### config.mk
export PLATFORM = sky130hd
export DESIGN_NAME = imvd_lane
export DESIGN_NICKNAME = d
export VERILOG_FILES = /design/src/sv/imvd_pkg.sv /design/src/sv/imvd_lane.sv
export SDC_FILE = /design/constraint.sdc
export NUM_CORES = 2
export LEC_CHECK = 0
export BUFFER_PORTS_ARGS = -buffer_cell sky130_fd_sc_hd__buf_4
export CORE_MARGIN = 1.5
export CORE_UTILIZATION = 44
export DETAILED_ROUTE_END_ITERATION = 12
export GPL_ROUTABILITY_DRIVEN = 0
export HOLD_SLACK_MARGIN = 0.03
export SYNTH_ARGS = -nofsm -noshare
export SYNTH_HDL_FRONTEND = slang
export SYNTH_SLANG_ARGS = --single-unit
### constraint.sdc
create_clock -name clk -period 7.6 [get_ports clk]
set_input_delay 0 -clock clk [delete_from_list [all_inputs] [get_ports clk]]
set_output_delay 0 -clock clk [all_outputs]
set_load 0.02 [all_outputs]
### src/sv/imvd_pkg.sv
// Shared types, field widths and codes for the iterated matrix-vector direction block.
`default_nettype none

package imvd_pkg;

  localparam int DIM_DEF         = 8;
  localparam int VALUE_WIDTH_DEF = 32;
  localparam int FRAC_BITS       = 16;

  localparam int MODE_W    = 2;
  localparam int IDX_FLD_W = 3;
  localparam int ROW_W     = 12;
  localparam int ELEM_W    = 3;
  localparam int CFG_IDX_W = 2;
  localparam int CFG_W     = 4;

  localparam logic [ROW_W-1:0] ROW_MAX = 12'hFFF;

  localparam logic [MODE_W-1:0] MODE_LOAD_A = 2'd0;
  localparam logic [MODE_W-1:0] MODE_LOAD_B = 2'd1;
  localparam logic [MODE_W-1:0] MODE_LOAD_V = 2'd2;
  localparam logic [MODE_W-1:0] MODE_STEP   = 2'd3;

  localparam logic [CFG_IDX_W-1:0] REG_DIM   = 2'd0;
  localparam logic [CFG_IDX_W-1:0] REG_A_DIS = 2'd1;
  localparam logic [CFG_IDX_W-1:0] REG_U_DIS = 2'd2;

  localparam logic LIST_STATE = 1'b0;
  localparam logic LIST_INPUT = 1'b1;

  // Control that travels with one multiply-accumulate issue.
  typedef struct packed {
    logic valid;
    logic first;
    logic last;
  } iss_t;

  function automatic logic [ROW_W-1:0] sat_inc(input logic [ROW_W-1:0] c);
    logic [ROW_W-1:0] r;
    r = (c == ROW_MAX) ? ROW_MAX : c + 1'b1;
    return r;
  endfunction

endpackage

`default_nettype wire

### src/sv/imvd_lane.sv
// One matrix store with its multiply-accumulate, rounding and saturation pipeline.
`default_nettype none

module imvd_lane #(
  parameter int DIM         = imvd_pkg::DIM_DEF,
  parameter int VALUE_WIDTH = imvd_pkg::VALUE_WIDTH_DEF,
  parameter int ADDR_W      = 6
) (
  input  wire                          clk,
  input  wire                          rst_n,
  input  wire                          wr_en,
  input  wire [ADDR_W-1:0]             wr_addr,
  input  wire signed [VALUE_WIDTH-1:0] wr_data,
  input  wire [ADDR_W-1:0]             rd_addr,
  input  wire signed [VALUE_WIDTH-1:0] cur_val,
  input  imvd_pkg::iss_t               iss,
  output logic                         res_valid,
  output logic signed [VALUE_WIDTH-1:0] res_value
);
  import imvd_pkg::*;

  localparam int VW    = VALUE_WIDTH;
  localparam int PW    = 2 * VW;
  localparam int ACC_W = PW + $clog2(DIM + 1) + 1;
  localparam int SH_W  = ACC_W - FRAC_BITS;
  localparam logic signed [ACC_W-1:0] HALF =
    {{(ACC_W-FRAC_BITS){1'b0}}, 1'b1, {(FRAC_BITS-1){1'b0}}};

  logic signed [VW-1:0] mem [DIM*DIM];
  logic signed [VW-1:0] rd_data_r;
  logic signed [VW-1:0] cur_r;
  logic signed [PW-1:0] prod_r;
  logic signed [ACC_W-1:0] acc_r;
  logic signed [ACC_W-1:0] prod_ext;
  logic signed [ACC_W-1:0] acc_base;
  logic signed [ACC_W-1:0] rnd;
  logic [SH_W-1:0]         sh;
  logic [SH_W-VW:0]        sh_hi;
  logic                    fits;
  logic signed [VW-1:0]    sat_val;
  iss_t s1_r, s2_r, s3_r;
  logic signed [VW-1:0]    res_r;
  logic                    res_valid_r;

  always_ff @(posedge clk) begin
    if (wr_en) begin
      mem[wr_addr] <= wr_data;
    end
    rd_data_r <= mem[rd_addr];
  end

  always_comb begin
    prod_ext = {{(ACC_W-PW){prod_r[PW-1]}}, prod_r};
    acc_base = s2_r.first ? '0 : acc_r;
    rnd      = acc_r + HALF;
    sh       = rnd[ACC_W-1:FRAC_BITS];
    sh_hi    = sh[SH_W-1:VW-1];
    fits     = (&sh_hi) | ~(|sh_hi);
    if (fits) begin
      sat_val = sh[VW-1:0];
    end else if (sh[SH_W-1]) begin
      sat_val = {1'b1, {(VW-1){1'b0}}};
    end else begin
      sat_val = {1'b0, {(VW-1){1'b1}}};
    end
  end

  // Payload stages.
  always_ff @(posedge clk) begin
    cur_r  <= cur_val;
    prod_r <= rd_data_r * cur_r;
    if (s2_r.valid) begin
      acc_r <= acc_base + prod_ext;
    end
    if (s3_r.valid && s3_r.last) begin
      res_r <= sat_val;
    end
  end

  // Control stages.
  always_ff @(posedge clk) begin
    if (!rst_n) begin
      s1_r        <= '0;
      s2_r        <= '0;
      s3_r        <= '0;
      res_valid_r <= 1'b0;
    end else begin
      s1_r        <= iss;
      s2_r        <= s1_r;
      s3_r        <= s2_r;
      res_valid_r <= s3_r.valid && s3_r.last;
    end
  end

  assign res_valid = res_valid_r;
  assign res_value = res_r;

endmodule

`default_nettype wire

==> qor.csv <==
stage,metric,value,unit
timing,final clock skew,169,ps
setup_path,CP endpoint kind,register,
timing,Final TNS setup,-446,ps
timing,# setup viols final,6,
floorplan,# IOs,115,
routing,Pre-antenna DRT Iters,5,
logic_synthesis,Yosys warnings,0,
timing,Slew @ Worst Pin,1190,ps
setup_path,origin of the critical flop-to-flop path,rd_data_r[15],
routing,via count,69200,
timing,Final Cycle Share,102,%
logic_synthesis,post-synth cell types,77,
setup_path,"Slowest-stage cell, CP",fa_1,
clock_network,CTS tree,built,
logic_synthesis,Synth Net Count,9441,
setup_path,critical path peak fanout,8,
clock_network,clk_lat worst skew,980,ps
logic_synthesis,share of the synthesized area in the top cell type,51.4,%
logic_synthesis,"Seq/Total Area, Yosys",53.6,%
setup_path,startpoint types,register,
setup_path,Critical path origin,rd_data_r[15],
logic_synthesis,Synth area leaders,"edfxtp_1 (51%), fa_1 (17%), mux4_2 (12%)",
min_path,hold endpoint,rd_data_r[21],
clock_network,H-tree Lvls,4,
timing,unrepaired setup endpoints after global routing,yes,
layout,Filler Cells Inserted,23400,
floorplan,Die Wd,537,µm
logic_synthesis,Async SR Flop Fraction,0,%
setup_path,cell mode on critical path,fa_1,
global_routing,antenna violations before repair,17,
layout,"Net count, final",9985,
logic_synthesis,"Primary FF master, synth",edfxtp_1,
global_routing,number of global-route vias before repair,73800,
clock_network,CTS Sinks,2286,
timing,Max Clk Rate,129,MHz
timing,crit path time final,7760,ps
logic_synthesis,post-synthesis cell count,8023,
global_routing,GRT Residual Overflow,0,
setup_path,worst reg2reg setup slack,-160,ps
clock_network,deepest clock path buffer count,4,
layout,fin util,51.1,%
routing,routed len/inst,25.0,µm
setup_path,max incr delay on CP,590,ps
routing,Final ANT Viol Nets,0,
layout,Area Overhead vs Synth,15.1,%
floorplan,die area,289000,µm²
min_path,Hold Path Cell Cnt,3,
setup_path,arrival time worst endpoint,8510,ps
clock_network,clk slew on worst S/H paths,70,ps
floorplan,chip height,537,µm
placed_design,dpl hpwl,203000,µm
logic_synthesis,"area leader, netlist",edfxtp_1,
timing,"Hold Violations, Final",0,
logic_synthesis,Post-synth EDFFs,2149,
logic_synthesis,Post-Syn Area,126000,µm²
placed_design,PortBufs,114,
run_status,status,finished with violations,
min_path,Hold Crit Class,primary input to register,
layout,share of layout cells above drive strength 1,22.0,%
global_routing,largest net degree at the start of global routing,145,
layout,Sequential Area,67400,µm²
setup_path,Required @ worst endpoint,8350,ps
routing,Post-Route WL,313000,µm
routing,DRT iter0 DRCs,5728,
clock_network,CTS Buf Count,237,
timing,final setup margin,-161,ps
floorplan,starting density of the core,44.4,%
setup_path,reg2reg path depth,27,
logic_synthesis,"FF+latch count, synth",2286,
global_routing,gr usage total,21.8,%
floorplan,num rows,195,
floorplan,core area,283000,µm²
layout,area of the multi-input gates,54100,µm²
setup_path,critical path class,register to register,
timing,max-slew violation count,0,
routing,drt drc,0,
min_path,hold path startpoint,rd_addr[2],
logic_synthesis,Mean Syn Cell Area,15.7,µm²
global_routing,first-pass GRT wire length,469000,µm
clock_network,root buf cell,clkbuf_16,
timing,Worst slew margin,20.7,%
routing,post-DR vias/cell,5.53,
job,maxcap violations,0,
run_status,violated checks,setup timing,
setup_path,FF-to-FF End,prod_r[62],
stage by stage:
stage	hold slack (ps)	instance area (µm²)	setup WS, ps	instances
floorplan	27.7	126000	56.8	8023
global placement	106	134000	-384	11900
detailed placement	106	134000	-390	11900
CTS	46.1	143000	-115	12500
global route	106	145000	-435	12500
finish	103	145000	-161	12500
cell families (layout without fill, tap and decap cells):
logic type | Yosys count | count (layout) | synth area share [%]
DFF | 2286 | 2286 | 53.6
xor gates and xnor gates | 172 | 172 | 1.20
adders and majority gates | 1336 | 1336 | 19.8
buffers and inverters | 1456 | 2198 | 4.39
and+or+nand+nor | 1605 | 1605 | 6.47
other | 0 | 7 | 0
muxes | 680 | 680 | 12.1
AOI/OAI and AO/OA | 488 | 488 | 2.52
Yosys cell counts (5+ instances only):
| cell type | instances |
|---|---|
| a211oi_1 | 17 |
| a21boi_0 | 10 |
| a21o_1 | 60 |
| a21oi_1 | 144 |
| a21oi_2 | 30 |
| a31o_2 | 5 |
| a31oi_1 | 22 |
| and2_1 | 515 |
| and3_1 | 20 |
| and4_1 | 9 |
| buf_1 | 57 |
| buf_2 | 8 |
| clkbuf_1 | 341 |
| dfxtp_1 | 137 |
| edfxtp_1 | 2149 |
| fa_1 | 1083 |
| ha_1 | 253 |
| inv_1 | 1043 |
| mux2_2 | 8 |
| mux2i_1 | 6 |
| mux4_2 | 666 |
| nand2_1 | 611 |
| nand2b_1 | 24 |
| nand3_1 | 54 |
| nand4_1 | 48 |
| nor2_1 | 137 |
| nor2b_1 | 105 |
| nor3_1 | 41 |
| nor3b_1 | 5 |
| nor4_1 | 11 |
| o211ai_1 | 9 |
| o21a_1 | 12 |
| o21ai_0 | 92 |
| o21bai_1 | 23 |
| o31ai_1 | 6 |
| o41ai_1 | 6 |
| or3_1 | 8 |
| xnor2_1 | 106 |
| xor2_1 | 66 |
placed cells by master, fill, tap and decap left out, drive strengths merged, types with 105 or more instances in the layout:
cell type | netlist | routed
dfxtp | 137 | 137
clkbuf | 341 | 287
mux4 | 666 | 666
nor2 | 137 | 137
dlygate4sd3 | 0 | 118
buf | 72 | 588
xnor2 | 106 | 106
fa | 1083 | 1083
a21oi | 174 | 174
ha | 253 | 253
and2 | 515 | 515
inv | 1043 | 1058
edfxtp | 2149 | 2149
nand2 | 611 | 611
nor2b | 105 | 105
clkinv | 0 | 125
worst max-delay path by stage:
stage,to
finish,prod_r[62]
CTS,prod_r[58]
global route,prod_r[58]
global placement,prod_r[60]
floorplan,prod_r[60]
detailed placement,prod_r[60]
state kept, by name (all words and copies together) (netlist names):
signal and cells:
acc_r 69, cur_r 32, mem 2048, prod_r 64
rd_data_r 32, res_valid 1, res_value 32, s1_r 3
s2_r 3, s3_r 2
worst max-delay path: cells and delay by family (launching register included):
kind	cells	cell delay, ps
buf+inv	8	1040
xor+xnor	1	80
compound gates	5	1010
fa+ha+maj	9	4320
flops	1	350
simple gates	4	720
metal layers:
layer	GRT usage, %	wire length, µm	vias up
li1	-	-	29500
met1	28.0	125000	37100
met2	38.6	162000	2078
met3	2.66	17300	502
met4	6.38	9430	6
met5	0	45	-
what timing repair did:
action / in CTS / in global routing
pin swaps: 43 / 103
endpoints found under the setup margin: 18 / 28
buffers inserted: 16 / 44
cloned: 3 / 13
hold buffers: 118 / 0
endpoints found under the hold margin: 2233 / 0
resized for setup: 109 / 181
final cells by class:
class                           instances  area share, %
Multi-Input combinational cell       4281           37.4
Sequential cell                      2286           46.6
Antenna cell                            7         0.0121
Inverter                             1043           2.71
Timing Repair Buffer                  718           4.90
Clock inverter                        162          0.869
Clock buffer                          275           4.26
Tap cell                             3743           3.24
Power is left out: the tool's default activity adds up to more than one toggle a clock period on the data nets, which glitch-free logic cannot reach.
